$ cat src/sv/hec_pkg.sv
// Package for the heater event controller.
// Holds the mode, event, fault and power codes, the snapshot and configuration structs
// and the reset values. It depends on nothing else.
package hec_pkg;

  typedef enum logic [2:0] {
    MODE_STANDBY = 3'd0,
    MODE_TIME    = 3'd1,
    MODE_POWER   = 3'd2,
    MODE_HEAT    = 3'd3,
    MODE_DONE    = 3'd4,
    MODE_FAULT   = 3'd5,
    MODE_UPDATE  = 3'd6
  } mode_t;

  localparam logic [3:0] OP_DOOR       = 4'd0;
  localparam logic [3:0] OP_START      = 4'd1;
  localparam logic [3:0] OP_SHORT      = 4'd2;
  localparam logic [3:0] OP_LONG       = 4'd3;
  localparam logic [3:0] OP_TICK       = 4'd4;
  localparam logic [3:0] OP_TEMP       = 4'd5;
  localparam logic [3:0] OP_SENSOR_ERR = 4'd6;
  localparam logic [3:0] OP_UPDATE     = 4'd7;
  localparam logic [3:0] OP_SYSFAULT   = 4'd8;

  localparam logic [1:0] FAULT_NONE     = 2'd0;
  localparam logic [1:0] FAULT_OVERTEMP = 2'd1;
  localparam logic [1:0] FAULT_SENSOR   = 2'd2;
  localparam logic [1:0] FAULT_OVERFLOW = 2'd3;

  localparam logic [1:0] POWER_LOW  = 2'd0;
  localparam logic [1:0] POWER_MED  = 2'd1;
  localparam logic [1:0] POWER_HIGH = 2'd2;

  localparam logic [7:0] ERR_COUNT_MAX = 8'hFF;

  localparam int unsigned CFG_IDX_W = 2;
  localparam logic [CFG_IDX_W-1:0] CFG_TIME_STEP = 2'd0;
  localparam logic [CFG_IDX_W-1:0] CFG_MAX_SECS  = 2'd1;
  localparam logic [CFG_IDX_W-1:0] CFG_OVERTEMP  = 2'd2;
  localparam logic [CFG_IDX_W-1:0] CFG_MAX_ERRS  = 2'd3;

  localparam logic [11:0] RST_TIME_STEP = 12'd30;
  localparam logic [15:0] RST_MAX_SECS  = 16'd3600;
  localparam logic [7:0]  RST_OVERTEMP  = 8'd120;
  localparam logic [7:0]  RST_MAX_ERRS  = 8'd3;

  typedef struct packed {
    mode_t       mode;
    logic [1:0]  power;
    logic [1:0]  fault;
    logic [15:0] seconds;
    logic        door;
    logic        sensor_ok;
    logic        heater;
    logic [7:0]  temp;
    logic [7:0]  err_count;
  } snap_t;

  typedef struct packed {
    logic [11:0] time_step;
    logic [15:0] max_secs;
    logic [7:0]  overtemp;
    logic [7:0]  max_errs;
  } cfg_t;

  localparam snap_t SNAP_RESET = '{
    mode:      MODE_STANDBY,
    power:     POWER_MED,
    fault:     FAULT_NONE,
    seconds:   16'd0,
    door:      1'b0,
    sensor_ok: 1'b0,
    heater:    1'b0,
    temp:      8'd0,
    err_count: 8'd0
  };

endpackage

$ cat src/sv/heater_event_controller_unit.sv
// Top level of the heater event controller.
// Instantiates hec_cfg_regs and hec_step and uses hec_pkg for types and codes.
//
// Each request on the input channel is one event (operation and value). For
// every event the block returns one request on the output channel carrying
// the full controller snapshot after the event and a flag that is set when
// any snapshot field differs from the snapshot before it.
// Both channels use valid and stall; a request moves on a rising edge with
// valid high and stall low. The configuration channel uses valid and ready,
// is always ready, and should only be written while no event is in flight.
// An accepted event is held in the input register. When the output register
// is free, the event is applied to the controller state and its result is
// registered in the output register at the same edge, where it is offered
// until taken. One event per cycle is sustained while the output is not
// stalled; the single update step between the two registers sets the rate.
// A stall on the output holds the result; the input register then fills and
// in_stall rises, so no event is lost. Reset empties both registers, returns
// the controller to standby at medium power and restores the default
// configuration.
module heater_event_controller_unit (
  input  logic                          clk,
  input  logic                          rst_n,
  input  logic                          in_valid,
  output logic                          in_stall,
  input  logic [3:0]                    in_operation,
  input  logic [7:0]                    in_value,
  output logic                          out_valid,
  input  logic                          out_stall,
  output logic [2:0]                    out_mode,
  output logic [1:0]                    out_power_level,
  output logic [1:0]                    out_fault_code,
  output logic [15:0]                   out_seconds_left,
  output logic                          out_door_is_closed,
  output logic                          out_sensor_ok,
  output logic                          out_heater_on,
  output logic [7:0]                    out_temperature,
  output logic [7:0]                    out_error_count,
  output logic                          out_changed,
  input  logic                          cfg_valid,
  output logic                          cfg_ready,
  input  logic [hec_pkg::CFG_IDX_W-1:0] cfg_index,
  input  logic [15:0]                   cfg_data
);

  hec_pkg::cfg_t  cfg;
  hec_pkg::snap_t state_r;
  hec_pkg::snap_t state_nxt;
  hec_pkg::snap_t out_snap_r;
  logic           changed_nxt;
  logic           out_changed_r;
  logic           in_valid_r;
  logic [3:0]     in_op_r;
  logic [7:0]     in_val_r;
  logic           out_valid_r;
  logic           out_free;
  logic           advance;

  hec_cfg_regs u_cfg (
    .clk       (clk),
    .rst_n     (rst_n),
    .cfg_valid (cfg_valid),
    .cfg_ready (cfg_ready),
    .cfg_index (cfg_index),
    .cfg_data  (cfg_data),
    .cfg       (cfg)
  );

  hec_step u_step (
    .cur     (state_r),
    .cfg     (cfg),
    .op      (in_op_r),
    .val     (in_val_r),
    .nxt     (state_nxt),
    .changed (changed_nxt)
  );

  assign out_free = !out_valid_r || !out_stall;
  assign advance  = in_valid_r && out_free;
  assign in_stall = in_valid_r && !advance;

  always_ff @(posedge clk) begin
    if (!rst_n) begin
      in_valid_r  <= 1'b0;
      out_valid_r <= 1'b0;
      state_r     <= hec_pkg::SNAP_RESET;
    end else begin
      if (!in_stall) in_valid_r <= in_valid;
      if (out_free) out_valid_r <= in_valid_r;
      if (advance) state_r <= state_nxt;
    end
  end

  always_ff @(posedge clk) begin
    if (in_valid && !in_stall) begin
      in_op_r  <= in_operation;
      in_val_r <= in_value;
    end
    if (advance) begin
      out_snap_r    <= state_nxt;
      out_changed_r <= changed_nxt;
    end
  end

  assign out_valid          = out_valid_r;
  assign out_mode           = out_snap_r.mode;
  assign out_power_level    = out_snap_r.power;
  assign out_fault_code     = out_snap_r.fault;
  assign out_seconds_left   = out_snap_r.seconds;
  assign out_door_is_closed = out_snap_r.door;
  assign out_sensor_ok      = out_snap_r.sensor_ok;
  assign out_heater_on      = out_snap_r.heater;
  assign out_temperature    = out_snap_r.temp;
  assign out_error_count    = out_snap_r.err_count;
  assign out_changed        = out_changed_r;

  // The heater is driven exactly while the controller is heating.
  a_heater_mode: assert property (@(posedge clk) disable iff (!rst_n)
    state_r.heater == (state_r.mode == hec_pkg::MODE_HEAT))
    else $error("heater flag and heating mode disagree");

  // The controller state moves only when an event is applied.
  a_state_hold: assert property (@(posedge clk) disable iff (!rst_n)
    !advance |=> $stable(state_r))
    else $error("state changed without an event");

  // An applied event always leaves a result in the output register.
  a_result_follows: assert property (@(posedge clk) disable iff (!rst_n)
    advance |=> out_valid_r)
    else $error("event applied without a result");

  // The power setting never reaches the unused code.
  a_power_range: assert property (@(posedge clk) disable iff (!rst_n)
    state_r.power != 2'd3)
    else $error("power level out of range");

endmodule

$ cat src/sv/hec_cfg_regs.sv
// Configuration registers of the heater event controller.
// Uses hec_pkg for the register indexes, reset values and cfg_t.
module hec_cfg_regs (
  input  logic                          clk,
  input  logic                          rst_n,
  input  logic                          cfg_valid,
  output logic                          cfg_ready,
  input  logic [hec_pkg::CFG_IDX_W-1:0] cfg_index,
  input  logic [15:0]                   cfg_data,
  output hec_pkg::cfg_t                 cfg
);

  hec_pkg::cfg_t cfg_r;

  assign cfg_ready = 1'b1;
  assign cfg       = cfg_r;

  always_ff @(posedge clk) begin
    if (!rst_n) begin
      cfg_r.time_step <= hec_pkg::RST_TIME_STEP;
      cfg_r.max_secs  <= hec_pkg::RST_MAX_SECS;
      cfg_r.overtemp  <= hec_pkg::RST_OVERTEMP;
      cfg_r.max_errs  <= hec_pkg::RST_MAX_ERRS;
    end else if (cfg_valid && cfg_ready) begin
      unique case (cfg_index)
        hec_pkg::CFG_TIME_STEP: cfg_r.time_step <= cfg_data[11:0];
        hec_pkg::CFG_MAX_SECS:  cfg_r.max_secs  <= cfg_data;
        hec_pkg::CFG_OVERTEMP:  cfg_r.overtemp  <= cfg_data[7:0];
        hec_pkg::CFG_MAX_ERRS:  cfg_r.max_errs  <= cfg_data[7:0];
      endcase
    end
  end

endmodule

$ cat src/sv/hec_step.sv
// Next-state logic of the heater event controller for one event.
// Uses hec_pkg for the codes and the snapshot and configuration structs.
module hec_step (
  input  hec_pkg::snap_t cur,
  input  hec_pkg::cfg_t  cfg,
  input  logic [3:0]     op,
  input  logic [7:0]     val,
  output hec_pkg::snap_t nxt,
  output logic           changed
);

  logic [16:0] sum;
  logic [15:0] secs_dec;
  logic [7:0]  err_inc;

  always_comb begin
    nxt      = cur;
    sum      = {1'b0, cur.seconds} + {5'd0, cfg.time_step};
    secs_dec = (cur.seconds != 16'd0) ? cur.seconds - 16'd1 : cur.seconds;
    err_inc  = (cur.err_count != hec_pkg::ERR_COUNT_MAX) ? cur.err_count + 8'd1
                                                        : cur.err_count;
    unique case (op)
      hec_pkg::OP_DOOR: begin
        nxt.door = (val != 8'd0);
        if (val == 8'd0) begin
          nxt.heater = 1'b0;
          if (cur.mode == hec_pkg::MODE_HEAT) nxt.mode = hec_pkg::MODE_STANDBY;
        end
        if (cur.mode == hec_pkg::MODE_DONE) nxt.mode = hec_pkg::MODE_STANDBY;
      end
      hec_pkg::OP_START: begin
        if (cur.mode != hec_pkg::MODE_FAULT && cur.mode != hec_pkg::MODE_UPDATE &&
            cur.door && cur.sensor_ok && cur.fault == hec_pkg::FAULT_NONE &&
            cur.seconds != 16'd0) begin
          nxt.mode   = hec_pkg::MODE_HEAT;
          nxt.heater = 1'b1;
        end
      end
      hec_pkg::OP_SHORT: begin
        unique case (cur.mode)
          hec_pkg::MODE_STANDBY, hec_pkg::MODE_DONE: nxt.mode = hec_pkg::MODE_TIME;
          hec_pkg::MODE_TIME: begin
            nxt.seconds = (sum[15:0] > cfg.max_secs) ? 16'd0 : sum[15:0];
          end
          hec_pkg::MODE_POWER: begin
            unique case (cur.power)
              hec_pkg::POWER_LOW:  nxt.power = hec_pkg::POWER_MED;
              hec_pkg::POWER_MED:  nxt.power = hec_pkg::POWER_HIGH;
              hec_pkg::POWER_HIGH: nxt.power = hec_pkg::POWER_LOW;
              default:             nxt.power = hec_pkg::POWER_MED;
            endcase
          end
          default: ;
        endcase
      end
      hec_pkg::OP_LONG: begin
        if (cur.mode == hec_pkg::MODE_TIME) begin
          nxt.mode = hec_pkg::MODE_POWER;
        end else if (cur.mode == hec_pkg::MODE_POWER) begin
          nxt.mode = hec_pkg::MODE_TIME;
        end
      end
      hec_pkg::OP_TICK: begin
        if (cur.mode == hec_pkg::MODE_HEAT) begin
          nxt.seconds = secs_dec;
          if (secs_dec == 16'd0) begin
            nxt.heater = 1'b0;
            nxt.mode   = hec_pkg::MODE_DONE;
          end
        end
      end
      hec_pkg::OP_TEMP: begin
        nxt.temp      = val;
        nxt.err_count = 8'd0;
        nxt.sensor_ok = 1'b1;
        if (cur.mode == hec_pkg::MODE_HEAT && val >= cfg.overtemp) begin
          nxt.heater = 1'b0;
          nxt.fault  = hec_pkg::FAULT_OVERTEMP;
          nxt.mode   = hec_pkg::MODE_FAULT;
        end
      end
      hec_pkg::OP_SENSOR_ERR: begin
        nxt.err_count = err_inc;
        if (err_inc >= cfg.max_errs) begin
          nxt.sensor_ok = 1'b0;
          if (cur.mode == hec_pkg::MODE_HEAT) begin
            nxt.heater = 1'b0;
            nxt.fault  = hec_pkg::FAULT_SENSOR;
            nxt.mode   = hec_pkg::MODE_FAULT;
          end
        end
      end
      hec_pkg::OP_UPDATE: begin
        nxt.heater = 1'b0;
        nxt.mode   = hec_pkg::MODE_UPDATE;
      end
      hec_pkg::OP_SYSFAULT: begin
        nxt.heater = 1'b0;
        nxt.fault  = hec_pkg::FAULT_OVERFLOW;
        nxt.mode   = hec_pkg::MODE_FAULT;
      end
      default: ;
    endcase
    changed = (nxt != cur);
  end

endmodule
$ cat config.mk
export PLATFORM = sky130hd
export DESIGN_NAME = heater_event_controller_unit
export DESIGN_NICKNAME = d
export VERILOG_FILES = /design/src/sv/hec_pkg.sv /design/src/sv/heater_event_controller_unit.sv /design/src/sv/hec_cfg_regs.sv /design/src/sv/hec_step.sv
export SDC_FILE = /design/constraint.sdc
export NUM_CORES = 1
export LEC_CHECK = 0
export BUFFER_PORTS_ARGS = -buffer_cell sky130_fd_sc_hd__buf_4
export CAP_MARGIN = 20
export CORE_ASPECT_RATIO = 1.4
export CORE_MARGIN = 1
export CORE_UTILIZATION = 40
export CTS_CLUSTER_SIZE = 40
export DETAILED_ROUTE_END_ITERATION = 7
export SYNTH_ARGS = -nofsm -noshare
export SYNTH_HDL_FRONTEND = slang
export SYNTH_HIERARCHICAL = 1
export SYNTH_SLANG_ARGS = --single-unit
$ cat constraint.sdc
create_clock -name clk -period 9.2 [get_ports clk]
set_clock_uncertainty 0.15 [all_clocks]
set_input_delay 0.92 -clock clk [delete_from_list [all_inputs] [get_ports clk]]
set_output_delay 0.92 -clock clk [all_outputs]
set_load 0.02 [all_outputs]
-- Word-level counts from Yosys, hierarchy flattened
Cells that the tools add are included.
Widths: inputs -> output; s select.
- add/sub/neg operators: 3
- $mul: 0
- divide/modulo/power cells: 0
- order comparisons: 3
- equality and inequality tests: 21
- shift operators: 0
- multiplexer cells: 38
- bitwise gates (word level): 0
- reductions and logical operators: 28
- operators with widths (operator ; number):
    $mux 16 ; 4
    $ne 42x42->1 ; 1
    $mux 3 ; 12
    $pmux 16 s2 ; 1
    $pmux 3 s9 ; 1
    $add 16x12->16 ; 1
    $eq 4x3->1 const B ; 4
    $ge 8x8->1 ; 2
    $gt 16x16->1 ; 1
    $logic_not 16->1 ; 1
    $mux 8 ; 2
    $pmux 8 s2 ; 1
    $reduce_bool 16->1 ; 1
    $sub 16x1->16 const B ; 1
    $mux 2 ; 6
    $logic_and 1x1->1 ; 9
    $add 8x1->8 const B ; 1
    $eq 4x2->1 const B ; 2
    $logic_not 8->1 ; 1
    $ne 8x8->1 const B ; 1
    $reduce_and 2->1 ; 4
    $reduce_bool 8->1 ; 1
    $mux 1 ; 7
    $eq 2x2->1 const B ; 3
    17 further kinds ; 25
- register bits after elaboration: 143
- bits in latches: 0
- memory bits (writable): 0
- memory bits (read-only): 0
- output and inout port bits: 46
- logic and storage cells: 120
- memories: 0

-- Depth between registers and ports, before layout
Gate-level depths: netlist of run 1.
- word-level depth: 9
- mapped depth: 22
- gate-level depth less buffers: 21

-- Modules after synthesis
The synthesis of run 1 kept the hierarchy.
- by module, submodules not included (module ; times used ; cells an instance ; area each (µm²) ; sequential area each (µm²)):
    hec_step ; 1 ; 687 ; 4439.3 ; 0.0
    heater_event_controller_unit ; 1 ; 246 ; 3460.8 ; 2532.4
    hec_cfg_regs ; 1 ; 180 ; 1774.2 ; 880.8

-- Worst setup path before layout of run 1
OpenSTA, ideal clock, no wires.
- path type: reg-to-reg
- start point: register state_r[20] in the netlist's numbering
- end point: register out_changed_r (netlist: out_changed) (data pin)
- arrival: 4.379 ns
- data required time: 8.777 ns
- setup slack: 4.398 ns
- cell stages (with the launch flop): 19
- path buffers: 0
- cells stage by stage: dfxtp_1 inv_1 fa_1 nor2b_1 o2111ai_1 nand3_1 a41oi_1 nor2_1 xor2_1 ha_1 nand4_2 nor3_2 or4_4 o31ai_4 a311oi_1 a2bb2oi_1 a2111o_1 o41ai_2 nand4_1
- cells in the longest elaborated chain, start to end: 7
- elaborated cells on any way between the ends: 20
- RTL lines (element ; line ; text):
    start: declaration ; heater_event_controller_unit.sv:46 ; hec_pkg::snap_t state_r;
    start signal: assignment ; heater_event_controller_unit.sv:85 ; state_r <= hec_pkg::SNAP_RESET;
    start signal: assignment ; heater_event_controller_unit.sv:89 ; if (advance) state_r <= state_nxt;
    parallel branches: the longest is 6 deep, another holds $add 16x12->16 ; n/a ;
    $ne 42x42->1 * ; hec_step.sv:104 ; changed = (nxt != cur);
    via changed_nxt ; heater_event_controller_unit.sv:49 ; logic changed_nxt;
    end signal: assignment ; heater_event_controller_unit.sv:100 ; out_changed_r <= changed_nxt;
    end: declaration ; heater_event_controller_unit.sv:50 ; logic out_changed_r;
Mark *: on every way through the listed nets, which the timed path passes.
A chain may end at the register's enable or synchronous reset.

-- Worst setup path after layout of run 1
- start point: register state_r[19] in the netlist's numbering
- end point: register out_changed_r (netlist: out_changed) (data pin)
The elaborated chain is that of the path after synthesis.

==> qor.csv, run 1 <==
stage;metric;value;unit
yosys;Async S/R FF share, synth;0;%
yosys;cell types with the highest counts after synthesis;228 x nand2_1, 88 x dfxtp_1, 85 x mux2i_1, 67 x inv_1, 55 x edfxtp_1;
grt;wire length of the first global-routing pass;44.19;mm
sta;Pins Over Slew Limit;0;
setup_path;Critical path buffers and inverters;1;
final_layout;proportion of layout cells with a drive suffix above 1;13.69;%
yosys;flip-flop and latch count after synthesis;143;
detailed_routing;final WL;28.09;mm
setup_path;Startpoint Class;flip-flop;
yosys;number of enable flip-flop cells after synthesis;55;
sta;number of endpoints with negative hold slack in the final report;0;
yosys;Net Count, Synth;1197;
final_layout;layout-stage area growth over the synthesis result;12.99;%
yosys;share of synthesized area occupied by flip-flops and latches;35.28;%
sta;worst slew margin relative to its limit;35.80;%
floorplanning;Row Count;67;
setup_path;peak fanout along the critical path;12;
setup_path;classification of the worst setup path;flip-flop to flip-flop;
cts;number of buffers created by CTS;17;
cts;H-tree Lvls;4;
sta;# setup viols final;0;
yosys;most area-consuming cells after synthesis;dfxtp_1 18%, edfxtp_1 17%, nand2_1 8.8%;
yosys;top_reg_cell synth;dfxtp_1;
cts;number of buffers inserted by post-CTS setup repair;0;
grt;layer carrying the most global-route usage;met2;
detailed_routing;routed via count;8495;
grt;met2 capacity usage during global routing;38.10;%
detailed_routing;First DRT Iteration DRCs;632;
cts;CTS clock-pin slew for the worst setup and hold paths;70;ps
power;cell area power density;145.3;mW/mm²
cts;number of clock sinks;143;
cts;buffer levels on the longest clock path;2;
worst_hold_path;Worst Hold Class;flip-flop to flip-flop;
detailed_routing;number of design rule violations left after detail routing;0;
sta;aggregate negative setup slack;0;ps
detailed_routing;number of detailed-routing iterations run before antenna repair;7;
setup_path;slowest cell on the critical path;dfxtp_1;
setup_path;arrival time of the worst setup path;5780;ps
placed_design;placer congestion estimate;0.9350;
yosys;most numerous cell in the Yosys netlist;nand2_1;
cts;CTS Hold Buffers Added;0;
placed_design;Setup WS pre-CTS;3477;ps
final_layout;non-filler cells in the finished layout;1479;
sta;highest achievable clock rate;0.1737;GHz
grt;maximum number of pins on one net before global-route repair;98;
setup_path;cells along the critical path;ha_1 -> inv_1 -> fa_1 -> nor2b_1 -> o2111ai_1 -> nand3_1 -> a41oi_1 -> nor2_1 -> xor2_1 -> ha_1 -> nand4_2 -> nor3_2 -> or4_4 -> o31ai_4 -> and2_2 -> o2111ai_1 -> a211o_1 -> nor4_2 -> nand4_1;
detailed_routing;DRT antenna net count;0;
run_status;outcome;finished, final reports clean;
job;max-cap check violation count;0;
grt;number of antenna violations at the first check in global routing;0;
yosys;most area-hungry cell type in the Yosys netlist;dfxtp_1;
yosys;synthesized netlist cell count;1113;
detailed_routing;routed length per placed instance;18.99;µm
setup_path;required time of the critical path;9220;ps
grt;via count of the first global-routing pass;8056;
power;Leak Pwr;4.358;nW
sta;crit share post-route;62.57;%
grt;fraction of met3 tracks used by global routing;3.322;%
setup_path;biggest cell delay along the critical path;610;ps
placed_design;detailed placer's ending HPWL;20.80;mm
final_layout;final net count;1240;
cts;CTS root buf;clkbuf_16;
sta;unrepaired setup endpoints after global routing;no;
sta;transition at the pin with the smallest max-transition slack;963.0;ps
cts;# resized after CTS;0;
floorplanning;area enclosed by the die boundary;0.02482;mm²
placed_design;# placed instances;1446;
floorplanning;overall die height;186.0;µm
yosys;count of synthesis-stage warnings from yosys;6;
yosys;portion of synthesized cell area occupied by the leading cell type;18.21;%
detailed_routing;ratio of routed vias to standard cells;5.744;
placed_design;I/O Buffers;79;
floorplanning;Initial Util;40.63;%
grt;met1 layer usage reported by global route;29.01;%
power;largest voltage drop on the vdd net;0.0001361;V
sta;final worst-path setup slack;3444;ps
yosys;number of distinct library cells after synthesis;104;
yosys;average size of a mapped cell;8.692;µm²
setup_path;crit-path leading delay family;simple AND/OR/NAND/NOR gates;
yosys;post-synthesis instance area;0.009674;mm²
grt;global route overflow;0;
final_layout;count of filler cells inserted in the layout;2386;
cts;clock tree from TritonCTS;built;
cts;clock network latency to the later pin of the worst-skew pair;450;ps
setup_path;flop-to-flop setup slack;3440;ps
floorplanning;core area;0.02381;mm²
sta;fin crit period;5756;ps
floorplanning;Top-Level Pins;81;
setup_path;type of element capturing the critical path;flip-flop;
final_layout;antenna diode instance count;0;
floorplanning;Die X;133.4;µm
grt;total global-route track usage;23.14;%
## cell families (layout without fill, tap and decap cells)
kind of cell	Yosys count	after routing	synth area share [%]
compound gates	219	219	15.99
xor+xnor	29	29	2.625
fa+ha+maj	50	50	6.518
buf+inv	132	188	6.738
flops	143	143	35.28
mux	88	88	9.144
other cells	1	1	0.03876
simple gates	451	451	23.67
## final cells by class
class	instances	area, µm²	area share (%)
repair buffers	88	660.6	6.044
clock inverters	14	140.1	1.282
well taps	310	387.9	3.549
multi-input cells	838	5623	51.44
clock buffers	18	450.4	4.121
flip-flops and latches	143	3413	31.23
inverters	68	255.2	2.335
## registers in the layout, summed over array words and instances, names as in the netlist
name and count:
out_mode 3, out_door_is_closed 1, u_cfg/cfg 44, out_sensor_ok 1, in_op_r 4, out_valid 1, out_heater_on 1, in_val_r 8
out_fault_code 2, out_seconds_left 16, out_power_level 2, out_temperature 8, out_error_count 8, state_r 42, out_changed 1, in_valid_r 1
## where the power goes
part | switching [W] | internal [W] | total, W
Combinational | 0.000114 | 0.0000747 | 0.000189
Clock | 0.000324 | 0.000377 | 0.000701
Sequential | 0.0000208 | 0.000678 | 0.000699
## metal layers
| layer | up-vias | wire, µm |
|---|---|---|
| met5 | - | 0 |
| met1 | 4028 | 12350 |
| met4 | 0 | 1209 |
| li1 | 4116 | - |
| met2 | 274 | 13380 |
| met3 | 77 | 1156 |
## worst paths after layout
check                                   from                    endpoint  cells after the start
setup / recovery    state_r[19]$_SDFFE_PN0P_       out_changed$_DFFE_PP_                     19
hold / removal    u_cfg/cfg[24]$_SDFFE_PN0P_  u_cfg/cfg[24]$_SDFFE_PN0P_                      2
setup reg to reg    state_r[19]$_SDFFE_PN0P_       out_changed$_DFFE_PP_                     19
hold reg to reg   u_cfg/cfg[24]$_SDFFE_PN0P_  u_cfg/cfg[24]$_SDFFE_PN0P_                      2
## cells in the final DEF (no fill, tap or decap), types with 16 or more instances in the layout
master / synthesis / layout
a21oi_1: 46 / 46
nor3_1: 20 / 20
nand3_1: 19 / 19
nor2b_1: 17 / 17
dfxtp_1: 88 / 88
nand4_1: 16 / 16
edfxtp_1: 55 / 55
clkbuf_16: 0 / 18
nor2_1: 50 / 50
o211ai_1: 17 / 17
mux2i_1: 85 / 85
nand2_1: 228 / 228
inv_1: 67 / 67
xnor2_1: 23 / 23
buf_4: 2 / 88
o21ai_0: 44 / 44
ha_1: 48 / 48
## metrics by stage
step	hold slack, ps	total power, W	utilization, %	cell area, µm²
global placement	292.9	0.0008993	43.40	10330
finish	311.9	0.001589	45.91	10930
floorplan	283.5	0.0008407	-	9674
detailed placement	298.6	0.0009005	43.40	10330
CTS	313.0	0.001603	45.88	10920
global route	331.2	0.001649	45.91	10930
## worst reg2reg max path, delay by kind of cell, from the launching register on
| kind | cells | cell delay [ps] |
|---|---|---|
| compound gates | 5 | 1340 |
| xor+xnor | 1 | 190 |
| fa+ha+maj | 3 | 970 |
| buf+inv | 1 | 70 |
| flops | 1 | 610 |
| simple gates | 9 | 2150 |
Power figures use the tool's default switching activity.
==> run 2, diff against run 1 <==
clock period = 4.7 ns   (was 9.2 ns; I/O delays follow)
==> run 2 against run 1 <==
  * Critical endpoint unchanged
  * Critical path depth down 1
  * Utilization up 2.8 points
  * Routed wire length up 2.6%
  * Sequential power up 95%
  * Critical path type unchanged
  * The flow now finishes with violations (negative setup slack)
  * Largest power group is now sequential cells
  * Register-to-register slack worse by 3400 ps
==> qor.csv, run 2 (same netlist as run 1, synthesis figures left out) <==
stage;metric;value;unit;change
run_status;outcome;complete, but fails checks;;was finished, final reports clean
run_status;violated checks;negative setup slack;;
sta;crit share post-route;100.0;%;was 62.57%
detailed_routing;DRT antenna net count;0;;unchanged
detailed_routing;final WL;28.81;mm;was 28.09 mm
sta;highest achievable clock rate;0.2128;GHz;was 0.1737 GHz
grt;total global-route track usage;23.37;%;was 23.14%
detailed_routing;routed length per placed instance;18.56;µm;was 18.99 µm
floorplanning;Initial Util;40.63;%;unchanged
sta;fin crit period;4700;ps;was 5756 ps
sta;unrepaired setup endpoints after global routing;yes;;was no
setup_path;classification of the worst setup path;flip-flop to flip-flop;;unchanged
power;Leak Pwr;4.758;nW;was 4.358 nW
placed_design;detailed placer's ending HPWL;21.61;mm;was 20.80 mm
setup_path;cell type with the highest occurrence count on the critical path;ha_1;;
setup_path;peak fanout along the critical path;3;;was 12
detailed_routing;number of design rule violations left after detail routing;0;;unchanged
sta;worst slew margin relative to its limit;31.26;%;was 35.80%
job;max-cap check violation count;0;;unchanged
power;largest voltage drop on the vdd net;0.0002616;V;was 0.0001361 V
floorplanning;core area;0.02381;mm²;unchanged
detailed_routing;First DRT Iteration DRCs;795;;was 632
setup_path;arrival time of the worst setup path;4720;ps;was 5780 ps
detailed_routing;number of detailed-routing iterations run before antenna repair;8;;was 7
setup_path;cells along the critical path;ha_1 -> buf_4 -> o211ai_1 -> o21ai_2 -> o211a_1 -> or3_1 -> and2_1 -> ha_1 -> nand2_2 -> nor3_2 -> or4_4 -> o31ai_4 -> buf_6 -> a41oi_2 -> mux2i_1 -> a2111o_1 -> o41ai_2 -> nand4_1;;was ha_1 -> inv_1 -> fa_1 -> nor2b_1 -> o2111ai_1 -> nand3_1 -> a41oi_1 -> nor2_1 -> xor2_1 -> ha_1 -> nand4_2 -> nor3_2 -> or4_4 -> o31ai_4 -> and2_2 -> o2111ai_1 -> a211o_1 -> nor4_2 -> nand4_1
placed_design;I/O Buffers;79;;unchanged
cts;CTS clock-pin slew for the worst setup and hold paths;70;ps;about the same
sta;worst hold slack after final layout;44.58;ps;was 311.9 ps
floorplanning;overall die height;186.0;µm;unchanged
floorplanning;Top-Level Pins;81;;unchanged
cts;buffer levels on the longest clock path;2;;unchanged
grt;wire length of the first global-routing pass;45.07;mm;was 44.19 mm
setup_path;biggest cell delay along the critical path;520;ps;was 610 ps
detailed_routing;ratio of routed vias to standard cells;5.698;;was 5.744
setup_path;required time of the critical path;4720;ps;was 9220 ps
floorplanning;area enclosed by the die boundary;0.02482;mm²;unchanged
setup_path;type of element capturing the critical path;flip-flop;;unchanged
grt;global route overflow;0;;unchanged
setup_path;Startpoint Class;flip-flop;;unchanged
final_layout;most common cell after layout, fill and taps aside;nand2_1;;unchanged
cts;number of buffers created by CTS;17;;unchanged
grt;via count of the first global-routing pass;8286;;was 8,056
sta;# setup viols final;1;;was 0
final_layout;commonest cells after routing, fill and taps aside;227 x nand2_1, 157 x buf_4, 85 x mux2i_1, 85 x dfxtp_1, 67 x inv_1;;was 228 x nand2_1, 88 x dfxtp_1, 88 x buf_4
grt;maximum number of pins on one net before global-route repair;112;;was 98
setup_path;crit-path leading delay family;simple AND/OR/NAND/NOR gates;;unchanged
sta;transition at the pin with the smallest max-transition slack;1029;ps;was 963.0 ps
worst_hold_path;Worst Hold Class;input pin to flip-flop;;was flip-flop to flip-flop
sta;Pins Over Slew Limit;0;;unchanged
cts;clock tree from TritonCTS;built;;unchanged
cts;CTS Hold Buffers Added;0;;unchanged
detailed_routing;routed via count;8844;;was 8,495
grt;number of antenna violations at the first check in global routing;0;;unchanged
sta;number of endpoints with negative hold slack in the final report;0;;unchanged
sta;final worst-path setup slack;-0.3082;ps;was 3444 ps
floorplanning;Die X;133.4;µm;unchanged
cts;CTS root buf;clkbuf_16;;unchanged
setup_path;Critical path buffers and inverters;2;;was 1
cts;number of clock sinks;143;;unchanged
final_layout;layout-stage area growth over the synthesis result;19.90;%;was 12.99%
power;power consumption;0.003126;W;was 0.001589 W
final_layout;final net count;1313;;was 1,240
final_layout;number of flip-flops in the largest register;44;;unchanged
setup_path;slowest cell on the critical path;or4_4;;was dfxtp_1
placed_design;placer congestion estimate;0.9656;;was 0.9350
power;cell area power density;269.5;mW/mm²;was 145.3 mW/mm²
floorplanning;Row Count;67;;unchanged
cts;H-tree Lvls;4;;unchanged
cts;clock network latency to the later pin of the worst-skew pair;450;ps;about the same
final_layout;proportion of layout cells with a drive suffix above 1;20.13;%;was 13.69%
final_layout;antenna diode instance count;0;;unchanged
[run 2: per-layer routing]
metal | vias up | GRT usage, % | part of all wire, %
li1 | 4247 | - | -
met5 | - | 0 | 0
met4 | 0 | 11.27 | 3.3
met2 | 327 | 40.35 | 49
met3 | 74 | 3.459 | 4.7
met1 | 4196 | 28.37 | 43
[run 2: stage by stage]
| step | area [µm²] | util, % | instances | TNS, ps | worst slack, ps |
|---|---|---|---|---|---|
| finish | 11600 | 48.72 | 1552 | -0.3082 | -0.3082 |
| global route | 11600 | 48.72 | 1552 | -256.9 | -189.3 |
| CTS | 11540 | 48.47 | 1549 | -5.629 | -5.629 |
| detailed placement | 10840 | 45.54 | 1512 | -386.2 | -226.3 |
| global placement | 10840 | 45.54 | 1512 | -160.7 | -160.7 |
| floorplan | 9676 | - | 1113 | 0 | 17.28 |
[run 2: worst paths after layout]
kind | startpoint | cells after the start | endpoint | slack (ps)
min reg2reg | u_cfg/cfg[23]$_SDFFE_PN0P_ | 2 | u_cfg/cfg[23]$_SDFFE_PN0P_ | 310
max | u_cfg/cfg[36]$_SDFFE_PN1P_ | 18 | out_changed$_DFFE_PP_ | -0.3
min | in_value[2] | 1 | in_val_r[2]$_DFFE_PP_ | 40
max reg2reg | u_cfg/cfg[36]$_SDFFE_PN1P_ | 18 | out_changed$_DFFE_PP_ | -0.3
[run 2: what timing repair did]
action	in CTS	in global routing
pin swaps	11	8
resized for setup	17	6
endpoints found under the setup margin	6	6
setup buffers	5	2
[run 2: report_power, final]
group,total (W),switching [W],internal (W)
logic,0.000408,0.000245,0.000164
clock network,0.00136,0.000645,0.000715
registers,0.00136,0.0000292,0.00133
[run 2: cell type report]
cell class	count	area, µm²
Clock inverter	15	171.4
Tap cell	310	387.9
Multi-Input combinational cell	838	5702
Timing Repair Buffer	161	1241
Inverter	68	255.2
Sequential cell	143	3417
Fill cell	2342	12210
Clock buffer	17	425.4
